===== src/design/three_stacks_shared_memory_core_macros.svh =====
// ----------------------------------------------------------------------------
// Assertion macros for the three stacks core
// Shared concurrent assertion forms, clocked on clk and disabled in reset.
// ----------------------------------------------------------------------------
`ifndef THREE_STACKS_SHARED_MEMORY_CORE_MACROS_SVH
`define THREE_STACKS_SHARED_MEMORY_CORE_MACROS_SVH

// same-cycle implication
`define TSM_ASSERT_IMPL(label, ante, cons) \
    label: assert property (@(posedge clk) disable iff (!rst_n) (ante) |-> (cons)) \
        else $error("tsm assertion failed");

// next-cycle implication
`define TSM_ASSERT_NEXT(label, ante, cons) \
    label: assert property (@(posedge clk) disable iff (!rst_n) (ante) |=> (cons)) \
        else $error("tsm assertion failed");

`endif


===== src/design/tsm_pkg.sv =====
// ----------------------------------------------------------------------------
// tsm_pkg
// Types and constants shared by the three stacks core modules.
// ----------------------------------------------------------------------------
package tsm_pkg;

    localparam int NUM_STACKS  = 3;
    localparam int MAX_DEPTH   = 16;
    localparam int STORE_WORDS = NUM_STACKS * MAX_DEPTH;
    localparam int ADDR_W      = $clog2(STORE_WORDS);
    localparam int CNT_W       = $clog2(MAX_DEPTH + 1);
    localparam int CAP_W       = 5;
    localparam int DATA_W      = 32;

    localparam logic [CAP_W-1:0] CAP_RESET = 5'd16;

    localparam logic signed [DATA_W-1:0] INT_MIN = 32'sh8000_0000;

    localparam logic [1:0] OP_PUSH = 2'd0;
    localparam logic [1:0] OP_POP  = 2'd1;
    localparam logic [1:0] OP_TOP  = 2'd2;

    localparam logic [1:0] SEL_INVALID = 2'd3;

    localparam logic [1:0] ST_OK    = 2'd0;
    localparam logic [1:0] ST_FULL  = 2'd1;
    localparam logic [1:0] ST_EMPTY = 2'd2;

    typedef struct packed {
        logic [1:0]               opcode;
        logic [1:0]               stack_select;
        logic signed [DATA_W-1:0] push_value;
    } tsm_in_t;

    typedef struct packed {
        logic [1:0]               status;
        logic signed [DATA_W-1:0] top_value;
    } tsm_out_t;

    // controller -> datapath commands
    typedef struct packed {
        logic load_item;
        logic exec;
        logic load_direct;
        logic load_held;
    } tsm_ctl_t;

    // datapath -> controller status
    typedef struct packed {
        logic need_read;
    } tsm_sts_t;

endpackage


===== src/design/three_stacks_shared_memory_core.sv =====
// ----------------------------------------------------------------------------
// three_stacks_shared_memory_core
// Three fixed-size stacks in one shared memory, push / pop / read-top.
// ----------------------------------------------------------------------------
// One transaction in gives one result out. Push, pop and reads of an empty or
// invalid stack load the result register in the execute state, or in the finish
// state while the output is still busy; a read of a nonempty stack goes through
// the registered read port of the stack memory and loads it in the finish state.
// One item is in flight at a time, so a new item is accepted only after the last
// one's result is loaded. A finished result waiting on res_ready does not block
// acceptance of the next item, which waits only at its own delivery. Stack k
// starts at slot k times the capacity (capped at 16); stack select 3 reports
// full on push and empty on pop and read. Write cfg_wdata through cfg_we only
// while no item is in flight.
// ----------------------------------------------------------------------------
module three_stacks_shared_memory_core
    import tsm_pkg::*;
(
    input  logic             clk,
    input  logic             rst_n,
    input  logic             cmd_valid,
    output logic             cmd_ready,
    input  tsm_in_t          cmd,
    output logic             res_valid,
    input  logic             res_ready,
    output tsm_out_t         res,
    input  logic             cfg_we,
    input  logic [CAP_W-1:0] cfg_wdata
);

    tsm_ctl_t ctl;
    tsm_sts_t sts;

    tsm_ctrl u_ctrl (
        .clk       (clk),
        .rst_n     (rst_n),
        .cmd_valid (cmd_valid),
        .cmd_ready (cmd_ready),
        .res_valid (res_valid),
        .res_ready (res_ready),
        .sts       (sts),
        .ctl       (ctl)
    );

    tsm_dp u_dp (
        .clk       (clk),
        .rst_n     (rst_n),
        .cfg_we    (cfg_we),
        .cfg_wdata (cfg_wdata),
        .cmd       (cmd),
        .ctl       (ctl),
        .sts       (sts),
        .res       (res)
    );

endmodule


===== src/design/tsm_ctrl.sv =====
// ----------------------------------------------------------------------------
// tsm_ctrl
// Sequencer for the three stacks core: accept, execute, deliver result.
// ----------------------------------------------------------------------------
`include "three_stacks_shared_memory_core_macros.svh"

module tsm_ctrl
    import tsm_pkg::*;
(
    input  logic     clk,
    input  logic     rst_n,
    input  logic     cmd_valid,
    output logic     cmd_ready,
    output logic     res_valid,
    input  logic     res_ready,
    input  tsm_sts_t sts,
    output tsm_ctl_t ctl
);

    typedef enum logic [1:0] {
        S_IDLE,
        S_EXEC,
        S_FIN
    } state_t;

    state_t state_reg, state_next;
    logic   res_valid_reg, res_valid_next;
    logic   out_free;

    assign out_free  = !res_valid_reg || res_ready;
    assign cmd_ready = (state_reg == S_IDLE);
    assign res_valid = res_valid_reg;

    always_comb
    begin
        ctl            = '0;
        state_next     = state_reg;
        case (state_reg)
            S_IDLE:
            begin
                if (cmd_valid)
                begin
                    ctl.load_item = 1'b1;
                    state_next    = S_EXEC;
                end
            end
            S_EXEC:
            begin
                ctl.exec = 1'b1;
                // results without a memory read go straight out when possible
                if (!sts.need_read && out_free)
                begin
                    ctl.load_direct = 1'b1;
                    state_next      = S_IDLE;
                end
                else
                begin
                    state_next = S_FIN;
                end
            end
            S_FIN:
            begin
                if (out_free)
                begin
                    ctl.load_held = 1'b1;
                    state_next    = S_IDLE;
                end
            end
            default:
            begin
                state_next = S_IDLE;
            end
        endcase

        if (ctl.load_direct || ctl.load_held)
            res_valid_next = 1'b1;
        else if (res_ready)
            res_valid_next = 1'b0;
        else
            res_valid_next = res_valid_reg;
    end

    always_ff @(posedge clk or negedge rst_n)
    begin
        if (!rst_n)
        begin
            state_reg     <= S_IDLE;
            res_valid_reg <= 1'b0;
        end
        else
        begin
            state_reg     <= state_next;
            res_valid_reg <= res_valid_next;
        end
    end

    `TSM_ASSERT_NEXT(a_accept_to_exec, cmd_valid && cmd_ready, state_reg == S_EXEC)
    `TSM_ASSERT_NEXT(a_exec_one_cycle, state_reg == S_EXEC, state_reg != S_EXEC)
    `TSM_ASSERT_IMPL(a_no_overwrite, ctl.load_direct || ctl.load_held, out_free)

endmodule


===== src/design/tsm_dp.sv =====
// ----------------------------------------------------------------------------
// tsm_dp
// Datapath: capacity register, fill counts, shared stack memory, result regs.
// ----------------------------------------------------------------------------
`include "three_stacks_shared_memory_core_macros.svh"

module tsm_dp
    import tsm_pkg::*;
(
    input  logic             clk,
    input  logic             rst_n,
    input  logic             cfg_we,
    input  logic [CAP_W-1:0] cfg_wdata,
    input  tsm_in_t          cmd,
    input  tsm_ctl_t         ctl,
    output tsm_sts_t         sts,
    output tsm_out_t         res
);

    logic [CAP_W-1:0]         cap_reg;
    logic [CNT_W-1:0]         eff_cap;

    logic [1:0]               op_reg;
    logic [1:0]               sel_reg;
    logic signed [DATA_W-1:0] val_reg;

    logic [CNT_W-1:0]         count_reg  [NUM_STACKS];
    logic [CNT_W-1:0]         count_next [NUM_STACKS];
    logic [CNT_W-1:0]         cur_cnt;
    logic                     cnt_ok;

    logic                     full;
    logic                     empty;
    logic [ADDR_W-1:0]        wr_slot;
    logic [ADDR_W-1:0]        rd_slot;
    logic                     mem_we;
    logic                     mem_re;

    logic signed [DATA_W-1:0] mem [STORE_WORDS];
    logic signed [DATA_W-1:0] rdata_reg;

    tsm_out_t                 res_calc;
    tsm_out_t                 hold_reg;
    logic                     from_mem_reg;
    tsm_out_t                 res_reg;

    // capacity saturates at the physical depth
    always_comb
    begin
        if (32'(cap_reg) > MAX_DEPTH)
            eff_cap = CNT_W'(MAX_DEPTH);
        else
            eff_cap = CNT_W'(cap_reg);
    end

    always_comb
    begin
        case (sel_reg)
            2'd0:    cur_cnt = count_reg[0];
            2'd1:    cur_cnt = count_reg[1];
            2'd2:    cur_cnt = count_reg[2];
            default: cur_cnt = '0;
        endcase
    end

    assign full    = (sel_reg == SEL_INVALID) || (cur_cnt >= eff_cap);
    assign empty   = (sel_reg == SEL_INVALID) || (cur_cnt == '0);
    assign wr_slot = ADDR_W'(sel_reg) * ADDR_W'(eff_cap) + ADDR_W'(cur_cnt);
    assign rd_slot = wr_slot - ADDR_W'(1);

    always_comb
    begin
        count_next = count_reg;
        mem_we     = 1'b0;
        mem_re     = 1'b0;
        res_calc   = '{status: ST_OK, top_value: '0};
        case (op_reg)
            OP_PUSH:
            begin
                if (full)
                begin
                    res_calc.status = ST_FULL;
                end
                else
                begin
                    mem_we = ctl.exec;
                    if (ctl.exec)
                        count_next[sel_reg] = cur_cnt + CNT_W'(1);
                end
            end
            OP_POP:
            begin
                if (empty)
                    res_calc.status = ST_EMPTY;
                else if (ctl.exec)
                    count_next[sel_reg] = cur_cnt - CNT_W'(1);
            end
            OP_TOP:
            begin
                if (empty)
                begin
                    res_calc.status    = ST_EMPTY;
                    res_calc.top_value = INT_MIN;
                end
                else
                begin
                    mem_re = ctl.exec;
                end
            end
            default:
            begin
                res_calc = '{status: ST_OK, top_value: '0};
            end
        endcase
    end

    assign sts.need_read = (op_reg == OP_TOP) && !empty;

    always_ff @(posedge clk or negedge rst_n)
    begin
        if (!rst_n)
        begin
            cap_reg <= CAP_RESET;
            for (int i = 0; i < NUM_STACKS; i++)
                count_reg[i] <= '0;
        end
        else
        begin
            if (cfg_we)
                cap_reg <= cfg_wdata;
            count_reg <= count_next;
        end
    end

    // item, held result and output payload
    always_ff @(posedge clk)
    begin
        if (ctl.load_item)
        begin
            op_reg  <= cmd.opcode;
            sel_reg <= cmd.stack_select;
            val_reg <= cmd.push_value;
        end
        if (ctl.exec)
        begin
            hold_reg     <= res_calc;
            from_mem_reg <= sts.need_read;
        end
        if (ctl.load_direct)
            res_reg <= res_calc;
        else if (ctl.load_held)
            res_reg <= from_mem_reg ? tsm_out_t'{status: ST_OK, top_value: rdata_reg}
                                    : hold_reg;
    end

    always_ff @(posedge clk)
    begin
        if (mem_we)
            mem[wr_slot] <= val_reg;
        if (mem_re)
            rdata_reg <= mem[rd_slot];
    end

    assign res = res_reg;

    assign cnt_ok = (count_reg[0] <= CNT_W'(MAX_DEPTH))
                 && (count_reg[1] <= CNT_W'(MAX_DEPTH))
                 && (count_reg[2] <= CNT_W'(MAX_DEPTH));

    `TSM_ASSERT_IMPL(a_no_write_when_full, mem_we, !full && op_reg == OP_PUSH)
    `TSM_ASSERT_IMPL(a_count_bound, 1'b1, cnt_ok)
    `TSM_ASSERT_IMPL(a_read_only_nonempty, mem_re, !empty && sel_reg != SEL_INVALID)

endmodule

===== config.mk =====
export PLATFORM = sky130hd
export DESIGN_NAME = three_stacks_shared_memory_core
export DESIGN_NICKNAME = d
export VERILOG_FILES = /design/src/design/tsm_pkg.sv /design/src/design/three_stacks_shared_memory_core.sv /design/src/design/tsm_ctrl.sv /design/src/design/tsm_dp.sv
export VERILOG_INCLUDE_DIRS = /design/src /design/src/design
export SDC_FILE = /design/constraint.sdc
export NUM_CORES = 2
export LEC_CHECK = 0
export BUFFER_PORTS_ARGS = -buffer_cell sky130_fd_sc_hd__buf_4
export CAP_MARGIN = 0
export CORE_ASPECT_RATIO = 1.75
export CORE_MARGIN = 10
export CORE_UTILIZATION = 44
export DETAILED_ROUTE_END_ITERATION = 7
export PLACE_DENSITY = 0.65
export SLEW_MARGIN = 25
export SYNTH_ARGS = -nofsm -noshare
export SYNTH_HDL_FRONTEND = slang
export SYNTH_SLANG_ARGS = --single-unit

===== constraint.sdc =====
create_clock -name clk -period 5.9 [get_ports clk]
set_clock_uncertainty 0.1 [all_clocks]
set_input_delay 0.59 -clock clk [delete_from_list [all_inputs] [get_ports clk]]
set_output_delay 0.59 -clock clk [all_outputs]
set_load 0.01 [all_outputs]

==> qor.log <==
INFO  layout         final_cell_mix=edfxtp_1, mux4_2, buf_4
INFO  sta            fin_crit=5.37ns
INFO  layout         layout.cells.non_filler=5,195
INFO  pwr            power.static_leakage=23.2nW
INFO  sta            final_max_slew_viol_count=0
INFO  clocking       number_of_buffers_inserted_during_clock_tree_synthesis=143
INFO  sta            timing.final.crit_share=91.0%
INFO  clocking       worst_skew_pair.late_latency=0.76ns
INFO  pwr            switchingPower=13.5mW
INFO  drt            wl=144,000um
INFO  global_route   grt_pass1_vias=31.5k
INFO  global_route   grt_overflow_total=0
INFO  setup_path     slowest_stage=xor2_1
INFO  sta            report.final.setup_viol=0
INFO  clocking       depth_of_the_cts_h_tree=4
INFO  clocking       clk_pin_slew=0.06ns
INFO  clocking       cts.root.buffer_cell=clkbuf_16
INFO  yosys          syn-mean-instance-area=21.7um^2
INFO  yosys          synthesis.instances=2,973
INFO  die            placement_rows=185
INFO  clocking       max-clock-path-buffers=3
INFO  place          port_buffers=81
INFO  setup_path     cp-startpoint=u_dp.sel_reg[0]
INFO  place          placement.cell_area=0.0686mm^2
INFO  drt            detailedRoute.firstIterationViolations=2,499
INFO  layout         design_area=0.0736mm^2
INFO  pwr            sequentialPowerShare=35.8%
INFO  yosys          synth_sequential_area_ratio=77.3%
INFO  setup_path     path_max_fanout=21
INFO  pwr            pwr-share-clk=23.6%
INFO  place          hpwlAfterDp=88,800um
INFO  sta            max_slew_margin=26.9%
INFO  die            floorplan.initialDensity=44.3%
INFO  clocking       cts_tree=yes
INFO  setup_path     crit-reg2reg-launch=u_dp.sel_reg[0]
INFO  yosys          syn_area=0.0645mm^2
INFO  drt            drc=0
INFO  sta            timing_hold_violations_final=0
INFO  sta            timing.fmax=186MHz
INFO  layout         drive_gt1_share=27.7%
INFO  die            floorplan_core_area=0.146mm^2
INFO  layout         largest_reg_flops=1,536
INFO  drt            detail_route.vias_per_cell=5.72
INFO  pwr            p_comb_share=40.6%
INFO  drt            dr_total_vias=29.7k
INFO  clocking       clock-sinks=1,665
INFO  layout         area_delta_synth_final=14.0%
INFO  die            overall_die_area=0.163mm^2
INFO  global_route   grt_antenna_before_repair=2
INFO  yosys          async_flop_share=1.38%
INFO  place          numPlacedInstances=4,889
INFO  layout         mostFrequentLayoutCell=edfxtp_1
INFO  sta            tightest_slew=1.09ns
INFO  sta            fin_setup_tns=0ns
INFO  yosys          synth_warnings=0
INFO  yosys          ys_dominant_reg_cell=edfxtp_1
INFO  setup_path     required=6.20ns
INFO  yosys          synth_nets=3,042
INFO  pwr            vdd.ir_drop.worst=0.739mV
INFO  setup_path     timing.critical_path.to_type=flip-flop
INFO  drt            drt.antenna.violating_nets=0
INFO  global_route   grt_first_pass_wirelength=214,000um
INFO  global_route   grt.total_usage=17.9%
INFO  yosys          yosys_register_bits=1,665
INFO  drt            firstDrtPassIters=5
INFO  die            die_w=310um
INFO  setup_path     path_cells=mux2i_1 > a2bb2oi_1 > inv_1 > ha_4 > ha_1 > fa_1 > xor2_1 > and3_1 > and2_1 > nand2_1 > nor2_4 > buf_4
INFO  min_path       holdCritPathClass=input pin to flip-flop
INFO  place          globalplace.congestion=0.822
INFO  pwr            cell_internal_pwr=25.4mW
INFO  layout         layout.nets=3,277
INFO  setup_path     timing_worst_setup_path_type=flip-flop to flip-flop
INFO  sta            rsz_0062_raised_after_global_routing=no
INFO  die            die_height=527um
INFO  setup_path     worst_setup_sp_type=flip-flop
INFO  drt            routed_wire_length_per_instance=27.7um
INFO  die            boundaryPins=82
INFO  pwr            p_sw_share=34.6%
INFO  global_route   grt_start_max_net_pins=113
INFO  setup_path     critical_path_arrival=5.67ns
INFO  run            maxCapViolCount=0
INFO  yosys          yosysUniqueCellTypes=47
INFO  setup_path     cpPeakStageDelay=0.70ns
INFO  status         status=completed
INFO  min_path       worstHoldStart=res_ready
INFO  clocking       postCtsSetupRepairBufs=0
INFO  yosys          number_of_flops_mapped_to_enable_cells_by_yosys=1,642
INFO  pwr            cellPowerDensity=528mW/mm^2
[critical path, delay by kind of cell (launching register included)]
kind                     cells  cell delay, ns
multiplexers                 1            0.25
flip-flops                   1            0.63
adder cells (fa/ha/maj)      3            0.88
XOR/XNOR                     1            0.70
AO/OA/AOI/OAI                1            0.46
AND/OR/NAND/NOR              4            1.27
buffers and inverters        2            0.68
[metrics by stage]
stage	setup WS (ns)	util [%]	power (mW)	hold slack [ns]
finish	0.528	50.6	38.9	0.0595
global route	0.222	50.6	40.8	0.0404
CTS	0.554	50.5	39.3	0.00384
detailed placement	0.588	47.1	30.2	0.369
global placement	0.753	47.1	30.1	0.374
floorplan	0.780	-	25.0	0.194
[worst paths after layout]
check                                       to  slack [ns]  depth (start not counted)
max reg2reg                   u_dp.mem[41][12]        0.53                         12
min in group asynchronous    u_dp.count_reg[9]        0.19                          2
max in group asynchronous      u_dp.cap_reg[4]        5.21                          2
min reg2reg                 u_dp.count_reg[10]        0.39                          1
min                        u_ctrl.state_reg[1]        0.06                          3
max                           u_dp.mem[41][12]        0.53                         12
[routing by layer]
layer  vias up  track usage [%]  wire (um)
li1      12836                -          -
met1     15897             21.4      54000
met2       794             32.9      80000
met3       203             2.58       6440
met4         0             5.31       3680
met5         -                0          0
[power by group through the flow]
| stage | Sequential, mW | Clock [mW] | Combinational [mW] |
|---|---|---|---|
| final | 13.9 | 9.19 | 15.8 |
| after global routing | 13.9 | 9.82 | 17.0 |
| after CTS | 13.9 | 9.37 | 16.0 |
| after detailed placement | 14.2 | 0 | 16.0 |
| after global placement | 14.2 | 0 | 15.9 |
| after floorplan | 14.3 | 0 | 10.7 |
[layout make-up]
| cell class | count | area [um^2] |
|---|---|---|
| clock inverters | 80 | 674 |
| repair buffers | 259 | 2440 |
| multi-input cells | 1117 | 14300 |
| clock buffers | 179 | 3850 |
| well taps | 1870 | 2340 |
| flip-flops and latches | 1665 | 49900 |
| fillers | 11219 | 72000 |
| diodes | 3 | 7.51 |
| inverters | 22 | 82.6 |
[repair_timing]
action | in CTS | in global routing
resized for setup | 0 | 0
hold buffers | 44 | 0
endpoints found under the hold margin | 65 | 0
[cells by family after synthesis]
family	Yosys count	synth area share, %
DFF	1665	77.3
muxes	543	16.0
AOI/OAI and AO/OA	221	2.21
xor gates and xnor gates	16	0.217
adders and majority gates	23	0.504
buffers and inverters	191	1.29
and+or+nand+nor	314	2.53
[synth_stat cells, drive strengths merged, types with 3 or more instances]
cell     number  share of area [%]
edfxtp     1642                 76
mux4        384                 13
mux2i       107                1.7
a21oi       104               0.81
nor2         88               0.51
clkbuf       87               0.51
buf          82               0.66
nand3        73               0.57
nor2b        72               0.71
a211oi       64               0.74
mux2         52               0.91
and3         34               0.33
o211ai       33               0.38
nand2        26               0.16
dfrtp        22               0.85
inv          22               0.13
ha           18               0.35
xnor2         9               0.12
xor2          7              0.095
and2          6              0.058
a21o          5              0.058
fa            5               0.16
o21ai         5              0.056
a2bb2oi       4              0.064
a41o          3              0.047
nand2b        3              0.029
nor3          3              0.023
Note: power is estimated with default switching activity, not from simulation.
